--- src/sv/kbd_ar_pkg.sv ---
package kbd_ar_pkg;

  localparam int unsigned KEY_W   = 8;
  localparam int unsigned CNT_W   = 8;
  localparam int unsigned INDEX_W = 8;

  localparam logic [KEY_W-1:0] UPPER_LO    = 8'd64;
  localparam logic [KEY_W-1:0] UPPER_HI    = 8'd91;
  localparam logic [KEY_W-1:0] CASE_OFFSET = 8'd32;

  localparam logic [CNT_W-1:0] START_DELAY_RST   = 8'd25;
  localparam logic [CNT_W-1:0] REPEAT_PERIOD_RST = 8'd5;
  localparam logic [CNT_W-1:0] FLASH_PERIOD_RST  = 8'd16;

  typedef enum logic [INDEX_W-1:0] {
    REG_START_DELAY   = 8'd0,
    REG_REPEAT_PERIOD = 8'd1,
    REG_FLASH_PERIOD  = 8'd2
  } reg_index_t;

  typedef struct packed {
    logic [CNT_W-1:0] start_delay;
    logic [CNT_W-1:0] repeat_period;
    logic [CNT_W-1:0] flash_period;
  } cfg_t;

  // Upper-case letters map onto their lower-case codes.
  function automatic logic [KEY_W-1:0] fold_case(input logic [KEY_W-1:0] c);
    logic [KEY_W-1:0] r;
    r = c;
    if (c > UPPER_LO && c < UPPER_HI) begin
      r = c + CASE_OFFSET;
    end
    return r;
  endfunction

endpackage

--- src/sv/kbd_ar_poll_if.sv ---
interface kbd_ar_poll_if;
  logic                         valid;
  logic                         ready;
  logic [kbd_ar_pkg::KEY_W-1:0] key_sample;

  modport source (output valid, output key_sample, input ready);
  modport sink (input valid, input key_sample, output ready);
endinterface

--- src/sv/kbd_ar_result_if.sv ---
interface kbd_ar_result_if;
  logic                         valid;
  logic                         ready;
  logic                         key_valid;
  logic [kbd_ar_pkg::KEY_W-1:0] key_code;
  logic                         cursor_inverted;

  modport source (output valid, output key_valid, output key_code,
                  output cursor_inverted, input ready);
  modport sink (input valid, input key_valid, input key_code,
                input cursor_inverted, output ready);
endinterface

--- src/sv/kbd_ar_cfg_if.sv ---
interface kbd_ar_cfg_if;
  logic                           valid;
  logic                           ready;
  logic [kbd_ar_pkg::INDEX_W-1:0] index;
  logic [kbd_ar_pkg::CNT_W-1:0]   data;

  modport source (output valid, output index, output data, input ready);
  modport sink (input valid, input index, input data, output ready);
endinterface

--- src/sv/kbd_ar_regs.sv ---
module kbd_ar_regs (
  input  logic              clk,
  input  logic              rst,
  kbd_ar_cfg_if.sink        cfg,
  output kbd_ar_pkg::cfg_t  regs
);

  assign cfg.ready = 1'b1;

  always_ff @(posedge clk) begin
    if (rst) begin
      regs.start_delay   <= kbd_ar_pkg::START_DELAY_RST;
      regs.repeat_period <= kbd_ar_pkg::REPEAT_PERIOD_RST;
      regs.flash_period  <= kbd_ar_pkg::FLASH_PERIOD_RST;
    end else if (cfg.valid) begin
      case (cfg.index)
        kbd_ar_pkg::REG_START_DELAY:   regs.start_delay   <= cfg.data;
        kbd_ar_pkg::REG_REPEAT_PERIOD: regs.repeat_period <= cfg.data;
        kbd_ar_pkg::REG_FLASH_PERIOD:  regs.flash_period  <= cfg.data;
        default: ;
      endcase
    end
  end

endmodule

--- src/sv/kbd_ar_core.sv ---
module kbd_ar_core (
  input  logic              clk,
  input  logic              rst,
  input  kbd_ar_pkg::cfg_t  regs,
  kbd_ar_poll_if.sink       poll,
  kbd_ar_result_if.source   result
);

  localparam int unsigned KW = kbd_ar_pkg::KEY_W;
  localparam int unsigned CW = kbd_ar_pkg::CNT_W;

  logic          s1_valid;
  logic [KW-1:0] s1_key;
  logic          advance;
  logic          fire;

  logic [KW-1:0] held_key,       held_key_next;
  logic          holding_phase,  holding_phase_next;
  logic [CW-1:0] repeat_count,   repeat_count_next;
  logic          repeating_flag, repeating_flag_next;
  logic [CW-1:0] blink_count,    blink_count_next;
  logic          cursor_bit,     cursor_bit_next;
  logic          deliver;
  logic [CW-1:0] blink_dec;
  logic [CW-1:0] repeat_dec;

  assign advance    = !result.valid || result.ready;
  assign fire       = s1_valid && advance;
  assign poll.ready = !s1_valid || advance;

  always_ff @(posedge clk) begin
    if (rst) begin
      s1_valid <= 1'b0;
    end else if (poll.ready) begin
      s1_valid <= poll.valid;
    end
  end

  always_ff @(posedge clk) begin
    if (poll.valid && poll.ready) begin
      s1_key <= poll.key_sample;
    end
  end

  assign blink_dec  = blink_count - 1'b1;
  assign repeat_dec = repeat_count - 1'b1;

  always_comb begin
    held_key_next       = held_key;
    holding_phase_next  = holding_phase;
    repeat_count_next   = repeat_count;
    repeating_flag_next = repeating_flag;
    blink_count_next    = blink_dec;
    cursor_bit_next     = cursor_bit;
    deliver             = 1'b0;

    if (blink_dec == '0) begin
      cursor_bit_next  = !cursor_bit;
      blink_count_next = regs.flash_period;
    end

    if (holding_phase) begin
      repeat_count_next = repeat_dec;
      if (repeat_dec == '0) begin
        if (!repeating_flag) begin
          repeating_flag_next = 1'b1;
          repeat_count_next   = regs.start_delay;
        end else begin
          repeat_count_next = regs.repeat_period;
        end
        holding_phase_next = 1'b0;
      end else if (kbd_ar_pkg::fold_case(s1_key) != kbd_ar_pkg::fold_case(held_key)) begin
        repeat_count_next = regs.start_delay;
        if (s1_key != '0) begin
          deliver = 1'b1;
        end else begin
          repeating_flag_next = 1'b0;
          holding_phase_next  = 1'b0;
        end
      end
    end else begin
      if (s1_key != '0) begin
        deliver = 1'b1;
      end else begin
        repeating_flag_next = 1'b0;
      end
    end

    if (deliver) begin
      held_key_next      = s1_key;
      holding_phase_next = 1'b1;
      cursor_bit_next    = 1'b0;
      blink_count_next   = regs.flash_period;
    end
  end

  always_ff @(posedge clk) begin
    if (rst) begin
      held_key       <= '0;
      holding_phase  <= 1'b0;
      repeat_count   <= kbd_ar_pkg::START_DELAY_RST;
      repeating_flag <= 1'b0;
      blink_count    <= kbd_ar_pkg::FLASH_PERIOD_RST;
      cursor_bit     <= 1'b0;
    end else if (fire) begin
      held_key       <= held_key_next;
      holding_phase  <= holding_phase_next;
      repeat_count   <= repeat_count_next;
      repeating_flag <= repeating_flag_next;
      blink_count    <= blink_count_next;
      cursor_bit     <= cursor_bit_next;
    end
  end

  always_ff @(posedge clk) begin
    if (rst) begin
      result.valid <= 1'b0;
    end else if (advance) begin
      result.valid <= s1_valid;
    end
  end

  always_ff @(posedge clk) begin
    if (fire) begin
      result.key_valid       <= deliver;
      result.key_code        <= deliver ? s1_key : '0;
      result.cursor_inverted <= cursor_bit_next;
    end
  end

`ifndef SYNTHESIS
  a_delivery_clears_cursor: assert property (@(posedge clk) disable iff (rst)
    result.valid && result.key_valid |-> !result.cursor_inverted)
    else $error("delivered item shows an inverted cursor");

  a_idle_code_zero: assert property (@(posedge clk) disable iff (rst)
    result.valid && !result.key_valid |-> result.key_code == '0)
    else $error("key code not zero without a delivery");

  a_delivery_holds: assert property (@(posedge clk) disable iff (rst)
    fire && deliver |=> holding_phase && held_key == $past(s1_key))
    else $error("delivery did not enter the holding phase");

  a_stall_keeps_state: assert property (@(posedge clk) disable iff (rst)
    !fire && !$past(rst) |=> $stable(repeat_count) && $stable(blink_count))
    else $error("counters moved without a poll");
`endif

endmodule

--- src/sv/keyboard_autorepeat_cursor_flash.sv ---
// Channel  Role    Payload
// poll     sink    key_sample[7:0]
// result   source  key_valid, key_code[7:0], cursor_inverted
// cfg      sink    index[7:0], data[7:0]
//
// One poll item enters per cycle unless both stages are full and the result is stalled.
// The poll is registered, then one pass of counter and compare logic fills the
// result register. A stalled result holds both stages; the poll side stalls only
// when both are full. Reset is synchronous and restores the register defaults.
module keyboard_autorepeat_cursor_flash (
  input  logic            clk,
  input  logic            rst,
  kbd_ar_poll_if.sink     poll,
  kbd_ar_result_if.source result,
  kbd_ar_cfg_if.sink      cfg
);

  kbd_ar_pkg::cfg_t regs;

  kbd_ar_regs u_regs (
    .clk  (clk),
    .rst  (rst),
    .cfg  (cfg),
    .regs (regs)
  );

  kbd_ar_core u_core (
    .clk    (clk),
    .rst    (rst),
    .regs   (regs),
    .poll   (poll),
    .result (result)
  );

endmodule

--- src/flat_wrapper.sv ---
// flat-port wrapper written by rule: the top's interface ports become plain ports
module keyboard_autorepeat_cursor_flash_flat 
  (clk, rst, poll_valid, poll_key_sample, poll_ready, result_valid, result_key_valid, result_key_code, result_cursor_inverted, result_ready, cfg_valid, cfg_index, cfg_data, cfg_ready);
  kbd_ar_poll_if poll_i ();
  kbd_ar_result_if result_i ();
  kbd_ar_cfg_if cfg_i ();
  input  logic clk;
  input  logic rst;
  input wire logic [$bits(poll_i.valid)-1:0] poll_valid;
  input wire logic [$bits(poll_i.key_sample)-1:0] poll_key_sample;
  output wire logic [$bits(poll_i.ready)-1:0] poll_ready;
  output wire logic [$bits(result_i.valid)-1:0] result_valid;
  output wire logic [$bits(result_i.key_valid)-1:0] result_key_valid;
  output wire logic [$bits(result_i.key_code)-1:0] result_key_code;
  output wire logic [$bits(result_i.cursor_inverted)-1:0] result_cursor_inverted;
  input wire logic [$bits(result_i.ready)-1:0] result_ready;
  input wire logic [$bits(cfg_i.valid)-1:0] cfg_valid;
  input wire logic [$bits(cfg_i.index)-1:0] cfg_index;
  input wire logic [$bits(cfg_i.data)-1:0] cfg_data;
  output wire logic [$bits(cfg_i.ready)-1:0] cfg_ready;
  assign poll_i.valid = poll_valid;
  assign poll_i.key_sample = poll_key_sample;
  assign poll_ready = poll_i.ready;
  assign result_valid = result_i.valid;
  assign result_key_valid = result_i.key_valid;
  assign result_key_code = result_i.key_code;
  assign result_cursor_inverted = result_i.cursor_inverted;
  assign result_i.ready = result_ready;
  assign cfg_i.valid = cfg_valid;
  assign cfg_i.index = cfg_index;
  assign cfg_i.data = cfg_data;
  assign cfg_ready = cfg_i.ready;
  keyboard_autorepeat_cursor_flash u_core (.clk(clk), .rst(rst), .poll(poll_i), .result(result_i), .cfg(cfg_i));
endmodule
--- config.mk ---
export PLATFORM = sky130hd
export DESIGN_NAME = keyboard_autorepeat_cursor_flash_flat
export DESIGN_NICKNAME = d
export VERILOG_FILES = /design/src/sv/kbd_ar_pkg.sv /design/src/sv/kbd_ar_poll_if.sv /design/src/sv/kbd_ar_result_if.sv /design/src/sv/kbd_ar_cfg_if.sv /design/src/sv/kbd_ar_regs.sv /design/src/sv/kbd_ar_core.sv /design/src/sv/keyboard_autorepeat_cursor_flash.sv /design/src/flat_wrapper.sv
export SDC_FILE = /design/constraint.sdc
export NUM_CORES = 1
export LEC_CHECK = 0
export BUFFER_PORTS_ARGS = -buffer_cell sky130_fd_sc_hd__buf_4
export CAP_MARGIN = 5
export CORE_UTILIZATION = 50
export DETAILED_ROUTE_END_ITERATION = 8
export GPL_TIMING_DRIVEN = 0
export PLACE_DENSITY = 0.73
export SYNTH_ARGS = -nofsm -noshare
export SYNTH_HDL_FRONTEND = slang
export SYNTH_SLANG_ARGS = --single-unit
--- constraint.sdc ---
create_clock -name clk -period 3.1 [get_ports clk]
set_clock_uncertainty 0.15 [all_clocks]
set_input_delay 0 -clock clk [delete_from_list [all_inputs] [get_ports clk]]
set_output_delay 0 -clock clk [all_outputs]
set_load 0.02 [all_outputs]
## After elaboration in Yosys (flattened, before gate mapping)

Cells that the tools add are included.

- Bits in registers: 71
- Input bits: 29
- Output and inout port bits: 13

- Add/sub/neg operators: 4
- $lt $le $gt $ge: 4
- Equal/unequal tests: 4
- Multiplexer cells: 25
- Reductions and logical operators: 19

Operators by type and width:

| operator | number |
|---|---|
| $mux 8 | 11 |
| $logic_not 8->1 | 3 |
| $add 8x6->8 const B | 2 |
| $gt 8x7->1 const B | 2 |
| $lt 8x7->1 const B | 2 |
| $sub 8x1->8 const B | 2 |
| $mux 1 | 14 |
| $reduce_and 2->1 | 6 |
| $eq 8x1->1 const B | 1 |
| $eq 8x2->1 const B | 1 |
| $ne 8x8->1 | 1 |
| $reduce_bool 8->1 | 1 |
| $logic_and 1x1->1 | 4 |
| $logic_not 1->1 | 3 |
| $ne 3x1->1 const B | 1 |
| $logic_or 1x1->1 | 2 |

## Depth between registers and ports, before layout

Gate-level depths: netlist of run 1.

- Depth after elaboration: 10
- Mapped depth: 11
- Mapped depth without buffers: 10

## Cells and area by module

A second synthesis of run 1 with hierarchy kept.

- Cells, all modules: 395
- Area, all modules: 3731.1 µm²

By module, submodules not included:

| module | times used | cells an instance | area an instance (µm²) | sequential area each (µm²) |
|---|---|---|---|---|
| kbd_ar_core | 1 | 293 | 2676.3 | 1121.1 |
| kbd_ar_regs | 1 | 102 | 1054.8 | 480.5 |

## Worst setup path after synthesis of run 1

No wires, ideal clock.

- Kind: flip-flop to flip-flop
- Start point: register u_core.u_core.repeat_count[0]
- End point: register u_core.u_core.blink_count[6]
- Setup time: 0.151 ns
- Arrival: 2.543 ns
- Setup slack: 0.255 ns
- Cell stages (with the launch flop): 12
- Period minus slack after synthesis: 2.845 ns
- Path through: dfxtp_1 inv_1 ha_1 or3b_1 or4_1 and3_4 a21oi_2 nand4_4 nand2_1 buf_2 a2bb2oi_1 a21oi_1

- Longest elaborated chain between the ends: 5

Ends and longest elaborated chain:

| item | RTL line | text |
|---|---|---|
| start: declaration | kbd_ar_core.sv:19 | `logic [CW-1:0] repeat_count, repeat_count_next;` |
| start signal: assignment | kbd_ar_core.sv:101 | `repeat_count <= kbd_ar_pkg::START_DELAY_RST;` |
| start signal: assignment | kbd_ar_core.sv:108 | `repeat_count <= repeat_count_next;` |
| $sub 8x1->8 | kbd_ar_core.sv:46 | `assign repeat_dec = repeat_count - 1'b1;` |
| $logic_not 8->1 | kbd_ar_core.sv:64 | `if (repeat_dec == '0) begin` |
| $mux 1 | kbd_ar_core.sv:64 |  |
| $mux 1 | kbd_ar_core.sv:62 | `if (holding_phase) begin` |
| named net u_core.u_core.deliver | kbd_ar_core.sv:23 | `logic deliver;` |
| $mux 8 | kbd_ar_core.sv:89 | `if (deliver) begin` |
| end signal: assignment | kbd_ar_core.sv:103 | `blink_count <= kbd_ar_pkg::FLASH_PERIOD_RST;` |
| end signal: assignment | kbd_ar_core.sv:110 | `blink_count <= blink_count_next;` |
| end: declaration | kbd_ar_core.sv:21 | `logic [CW-1:0] blink_count, blink_count_next;` |

The timed path passes the listed nets, and every way through them passes these cells.
A chain may end at the register's enable or synchronous reset.

## Worst setup path in the final report of run 1

- Start point: register u_core.u_core.s1_key[3]
- End point: register u_core.u_core.repeat_count[4]

- Longest elaborated chain between the ends: 8
- Elaborated cells between the ends (all ways): 10
- Classes of those cells: add/sub: 1; order compare: 2; eq/ne: 1; mux: 5; reduce/logical: 1

Ends and longest elaborated chain:

| item | RTL line | text |
|---|---|---|
| start: declaration | kbd_ar_core.sv:13 | `logic [KW-1:0] s1_key;` |
| start signal: assignment | kbd_ar_core.sv:41 | `s1_key <= poll.key_sample;` |
| $gt 8x7->1 / $lt 8x7->1 (equally long branches) | kbd_ar_pkg.sv:31 | `if (c > UPPER_LO && c < UPPER_HI) begin` |
| $logic_and 1x1->1 | kbd_ar_pkg.sv:31 |  |
| $mux 8 * | kbd_ar_pkg.sv:31 |  |
| $mux 8 * | kbd_ar_core.sv:64 |  |
| $mux 8 * | kbd_ar_core.sv:62 |  |
| $ne 8x8->1 * | kbd_ar_core.sv:72 | `end else if (kbd_ar_pkg::fold_case(s1_key) != kbd_ar_pkg::fold_case(held_key)) begin` |
| $mux 8 * | kbd_ar_core.sv:72 |  |
| $mux 8 * | kbd_ar_core.sv:64 |  |

Every way passes the cells marked *; elsewhere a longest branch is shown, timed or not. The select of a mux whose other input is x is not followed.

==> results.cfg, run 1 <==
[clock_network]
clk_pin_slew_ns = 0.07
cts_buffers = 9
cts.sinks = 71
cts_tree = built
clock_latency_ns = 0.34
cts_buffer_depth = 2
clock-root-buffer = clkbuf_8
htree_levels = 3

[floorplan]
ios = 42
core_area_sq_um = 6870
die_x_um = 86.6
die-area_sq_um = 7510
die_y_um = 86.6
start_util_pct = 52.1
num_rows = 30

[routing]
drt_iter0_markers = 224
via_count = 2987
firstDrtPassIters = 4
met3_length_um = 339
ant_nets = 0
drc = 0
wl_met1_um = 3980
highest_layer = met4
dr_wl_met2_um = 3970
viasPerCell = 5.43
routed_wirelength_um = 8400
wl_per_cell_um = 15.3

[final_layout]
syn2layout_area_growth_pct = 27.7
fin_nets = 484
diodes = 0
mostFrequentLayoutCells = buf_4, dfxtp_1, nor2_1
post-route-util_pct = 66.6
final_common_cell = buf_4
stdcell_area_sq_um = 4580
drive_gt1_share_pct = 23.8
layoutNonFillerInstCount = 550
n_fill_cell = 540

[synthesis]
synth_mux_area_share_pct = 10.1
ys_seq_area_share_pct = 44.7
async_flop_share_pct = 0
synthAdderAreaFrac_pct = 2.10
ys_ff_latch = 71
synthSimpleGateAreaFrac_pct = 18.9
syn_area_per_cell_sq_um = 9.98
synth_top_area_share_pct = 29.6
synth_area_leader_cell = dfxtp_1
synth_compound_area_share_pct = 15.6
synth.cell_area_sq_um = 3580
yosys_most_used_dff = dfxtp_1
synth_edf_count = 18
synthCells = 359
synthXorXnorAreaFrac_pct = 4.16
synth_cell_types = 65
synth_top_family_by_area = simple AND/OR/NAND/NOR gates
syn_nets = 394
synth_warnings = 0
synth_area_leaders = dfxtp_1, edfxtp_1, mux2i_1, nor2_1, nand2_1

[status]
status = finished clean

[setup_path]
ff2ff_path_depth = 8
worstReg2RegEnd = u_core.u_core.repeat_count[4]
worstPathMaxFanout = 10
rrSetupSlack_ns = 0.07
cp.arrival_ns = 3.10
worstSetupStartpoint = u_core.u_core.s1_key[3]
rr_startpoint = u_core.u_core.s1_key[3]
worstPathRequired_ns = 3.17
worstSetupEndpoint = u_core.u_core.repeat_count[4]
cp-start-kind = flop
endpoint_kind = flop
path_class = reg2reg

[place]
post-place-cells = 495
gp_congestion = 0.872
numPortBuffers = 40
hpwl_um = 5690
place_area_sq_um = 4010

[timing]
worst_pin_slew_ns = 0.946
maxSlewViolCount = 0
min_period_over_period_pct = 97.7
fin_setup_tns_ns = 0
slew_headroom_pct = 37.0
max_freq_mhz = 330
hold_violations = 0
post-route-min-period_ns = 3.03
setup_viol = 0

[pwr]
ir_drop_mv = 0.386
p_leak_nw = 1.80
power.total_mw = 1.86
powerDensity_nw_per_um2 = 406

[grt]
grt_usage_pct = 23.6
grt_max_degree = 20
antenna_found_initial = 0
grt_first_pass_wirelength_um = 13500
grt_pass1_vias = 2872
gr-total-overflow = 0

[flow_run]
max_cap_viol_count = 0

[hold_path]
hold_path_class = in2reg
## metal layers
metal,track usage (%),vias up
li1,-,1488
met1,31.2,1426
met2,37.7,64
met3,4.67,9
met4,10.2,0
met5,0,-
## per-stage QoR
step | hold WS (ns) | worst slack [ns]
2_1_floorplan | -0.0511 | 0.255
3_3_place_gp | 0.0291 | 0.00587
3_5_place_dp | 0.0298 | -0.0706
4_1_cts | 0.200 | 0.0123
5_1_grt | 0.214 | -0.0198
6_report | 0.198 | 0.0725
## final cells by class
cell class | count | area (sq um) | area share (%)
multi-input cells | 260 | 1880 | 41.2
plain buffers | 17 | 118 | 2.57
inverters | 11 | 41.3 | 0.902
repair buffers | 79 | 654 | 14.3
flip-flops and latches | 71 | 1600 | 35.1
clock buffers | 10 | 128 | 2.79
clock inverters | 6 | 27.5 | 0.602
well taps | 96 | 120 | 2.63
## where the power goes
| group | switching [mW] | total (mW) | internal [mW] |
|---|---|---|---|
| Combinational | 0.117 | 0.237 | 0.120 |
| Clock | 0.334 | 0.613 | 0.280 |
| Sequential | 0.0277 | 1.01 | 0.977 |
| Total | 0.478 | 1.86 | 1.38 |
## critical path, stage by stage (launching register included)
cell       delay (ns)
edfxtp_1         0.47
or4_4            0.54
o221a_4          0.30
a2111oi_4        0.35
o21ai_2          0.13
a31oi_2          0.31
buf_4            0.24
a31oi_1          0.11
a221o_1          0.32
## registers in the layout, indices dropped and copies added (netlist names)
name	flops
u_core.u_core.result.key_code	8
u_core.u_core.result.key_valid	1
u_core.u_core.holding_phase	1
u_core.u_regs.regs	24
u_core.u_core.held_key	8
u_core.u_core.result.cursor_inverted	1
u_core.u_core.s1_valid	1
u_core.u_core.repeating_flag	1
u_core.u_core.result.valid	1
u_core.u_core.s1_key	8
u_core.u_core.cursor_bit	1
u_core.u_core.repeat_count	8
u_core.u_core.blink_count	8
## worst min-delay path by stage
| stage | endpoint | slack (ns) | start | cells past startpoint |
|---|---|---|---|---|
| final | u_core.u_regs.regs[4] | 0.20 | cfg_index[0] | 5 |
| after CTS | u_core.u_regs.regs[4] | 0.20 | cfg_index[0] | 5 |
| after floorplan | u_core.u_core.s1_key[0] | -0.05 | poll_key_sample[0] | 0 |
| after global routing | u_core.u_core.s1_key[2] | 0.21 | poll_key_sample[2] | 2 |
| after detailed placement | u_core.u_core.s1_key[2] | 0.03 | poll_key_sample[2] | 1 |
| after global placement | u_core.u_core.s1_key[3] | 0.03 | poll_key_sample[3] | 1 |
## synth_stat cells, types with 4 or more instances
cell type / n
clkbuf_1: 8
a21oi_1: 15
and2_1: 8
inv_1: 11
nand3_1: 4
buf_6: 4
a2bb2oi_1: 5
xnor2_1: 10
a31oi_1: 7
o21ai_0: 11
edfxtp_1: 18
nor3_1: 14
mux2i_1: 36
nor2_1: 43
a211oi_1: 4
dfxtp_1: 53
ha_1: 6
xor2_1: 7
nand2_1: 27
## cell families after synthesis
family / count (synthesis)
buffers and inverters: 28
and+or+nand+nor: 128
AOI/OAI and AO/OA: 72
other: 1
xor gates and xnor gates: 17
DFF: 71
muxes: 36
adders and majority gates: 6
## timing repair
action                                 CTS  global route
buffers inserted                         3            13
setup endpoints to repair               13            21
hold buffers                            23             0
gates resized for setup                  6            11
pin swaps                                1             4
endpoints found under the hold margin   44             0
(Power assumes the default switching activity.)
==> inputs of run 2 (changes only) <==
==> constraint.sdc (replaced) <==
create_clock -name clk -period 3.1 [get_ports clk]
set_clock_uncertainty 0.15 [all_clocks]
set_input_delay 0.62 -clock clk [delete_from_list [all_inputs] [get_ports clk]]
set_output_delay 0.62 -clock clk [all_outputs]
set_load 0.02 [all_outputs]
==> results.cfg, run 2 (synthesized netlist as in run 1, its figures left out) <==
[status]
status = finished clean

[floorplan]
num_rows = 30
start_util_pct = 52.1
die_y_um = 86.6
ios = 42
core_area_sq_um = 6870
die_x_um = 86.6
die-area_sq_um = 7510

[setup_path]
path_depth = 9
rr_startpoint = u_core.u_core.s1_key[3]
worstSetupStartpoint = u_core.u_core.s1_key[3]
cp.arrival_ns = 3.15
worstPathMaxFanout = 10
max_stage_delay_ns = 0.54
endpoint_kind = flop
cp-start-kind = flop
crit_family = compound AO/OA/AOI/OAI gates
worstPathRequired_ns = 3.22
rrSetupSlack_ns = 0.07
path_class = reg2reg
path_buf_inv = 1
worstSetupEndpoint = u_core.u_core.repeat_count[3]
cp_slowest_cell = or4_4
cp_cell_sequence = or4_4, o221a_4, a2111oi_4, o21ai_2, a31oi_2, buf_4, a21boi_0, a2111oi_1, a21oi_1
ff2ff_path_depth = 9
worstReg2RegEnd = u_core.u_core.repeat_count[3]

[timing]
hold_slack_ns = 0.310
hold_violations = 0
slew_headroom_pct = 36.0
max_freq_mhz = 330
setup_viol = 0
post-route-min-period_ns = 3.03
setup_ws_ns = 0.0728
worst_pin_slew_ns = 0.959
min_period_over_period_pct = 97.7
maxSlewViolCount = 0

[final_layout]
stdcell_area_sq_um = 4340
syn2layout_area_growth_pct = 21.0
n_fill_cell = 571
mostFrequentLayoutCells = buf_4, dfxtp_1, nor2_1
diodes = 0
final_common_cell = buf_4
top_register = u_core.u_regs.regs
fin_nets = 461
layoutNonFillerInstCount = 527
largest_register_ffs = 24
drive_gt1_share_pct = 24.8
post-route-util_pct = 63.1

[clock_network]
cts_tree = built
clk_pin_slew_ns = 0.07
clock-root-buffer = clkbuf_8
ctsHoldBuffers = 0
cts_buffers = 9
clock_latency_ns = 0.34
cts_buffer_depth = 2
cts.sinks = 71
htree_levels = 3

[place]
place_area_sq_um = 4010
post-place-cells = 495
numPortBuffers = 40
hpwl_um = 5690
gp_congestion = 0.872
pre_cts_slack_ns = -0.0706

[flow_run]
max_cap_viol_count = 0

[grt]
grt_max_degree = 20
antenna_found_initial = 0
grt_pass1_vias = 2779
gr-total-overflow = 0
grt_first_pass_wirelength_um = 13200
grt_usage_pct = 23.0

[routing]
ant_nets = 0
routed_wirelength_um = 8140
viasPerCell = 5.45
drt_iter0_markers = 180
drc = 0
via_count = 2871
wl_per_cell_um = 15.4
firstDrtPassIters = 4

[pwr]
ir_drop_mv = 0.380
p_leak_nw = 1.70
powerDensity_nw_per_um2 = 422

[hold_path]
hold_path_class = in2reg
## run 2: worst min path at each step
stage                     depth (start not counted)  slack (ns)                       endpoint                   start
after floorplan                                   2        0.28  u_core.u_core.repeat_count[5]  u_core.u_regs.regs[21]
after global placement                            2        0.30  u_core.u_core.repeat_count[5]  u_core.u_regs.regs[21]
after detailed placement                          2        0.30  u_core.u_core.repeat_count[5]  u_core.u_regs.regs[21]
after CTS                                         1        0.30        u_core.u_core.s1_key[2]      poll_key_sample[2]
after global routing                              1        0.29        u_core.u_core.s1_key[7]      poll_key_sample[7]
final                                             1        0.31        u_core.u_core.s1_key[2]      poll_key_sample[2]
## run 2: timing repair
action                                  4_1_cts  5_1_grt
gates resized for setup                       6        9
hold endpoints to repair                      0        0
setup buffers                                 3       13
pin swaps                                     1        4
endpoints found under the setup margin       13       20
## run 2: stage by stage
stage / power (mW) / setup TNS, ns
2_1_floorplan: 1.15 / 0
3_3_place_gp: 1.21 / 0
3_5_place_dp: 1.22 / -0.296
4_1_cts: 1.83 / 0
5_1_grt: 1.90 / -0.0134
6_report: 1.83 / 0
## run 2: cell type report
| cell class | count | area (sq um) | share of cell area [%] |
|---|---|---|---|
| inverters | 11 | 41.3 | 0.952 |
| plain buffers | 17 | 118 | 2.71 |
| clock buffers | 10 | 128 | 2.94 |
| well taps | 96 | 120 | 2.77 |
| clock inverters | 6 | 27.5 | 0.635 |
| repair buffers | 56 | 424 | 9.78 |
| multi-input cells | 260 | 1870 | 43.2 |
| flip-flops and latches | 71 | 1600 | 37.0 |
## run 2: worst register-to-register path: stages (launching register included)
cell,delay [ns]
edfxtp_1,0.47
or4_4,0.54
o221a_4,0.30
a2111oi_4,0.35
o21ai_2,0.13
a31oi_2,0.30
buf_4,0.24
a21boi_0,0.24
a2111oi_1,0.10
a21oi_1,0.15
## run 2: where the power goes
part	switching, mW	internal, mW	total [mW]
Clock	0.330	0.280	0.610
Combinational	0.112	0.103	0.215
Sequential	0.0271	0.977	1.00
Total	0.470	1.36	1.83
## run 2: routing by layer
| metal | track usage, % | wire, um |
|---|---|---|
| met5 | 0 | 0 |
| met4 | 10.3 | 92 |
| met3 | 4.48 | 369 |
| met2 | 36.1 | 3890 |
| met1 | 30.8 | 3790 |
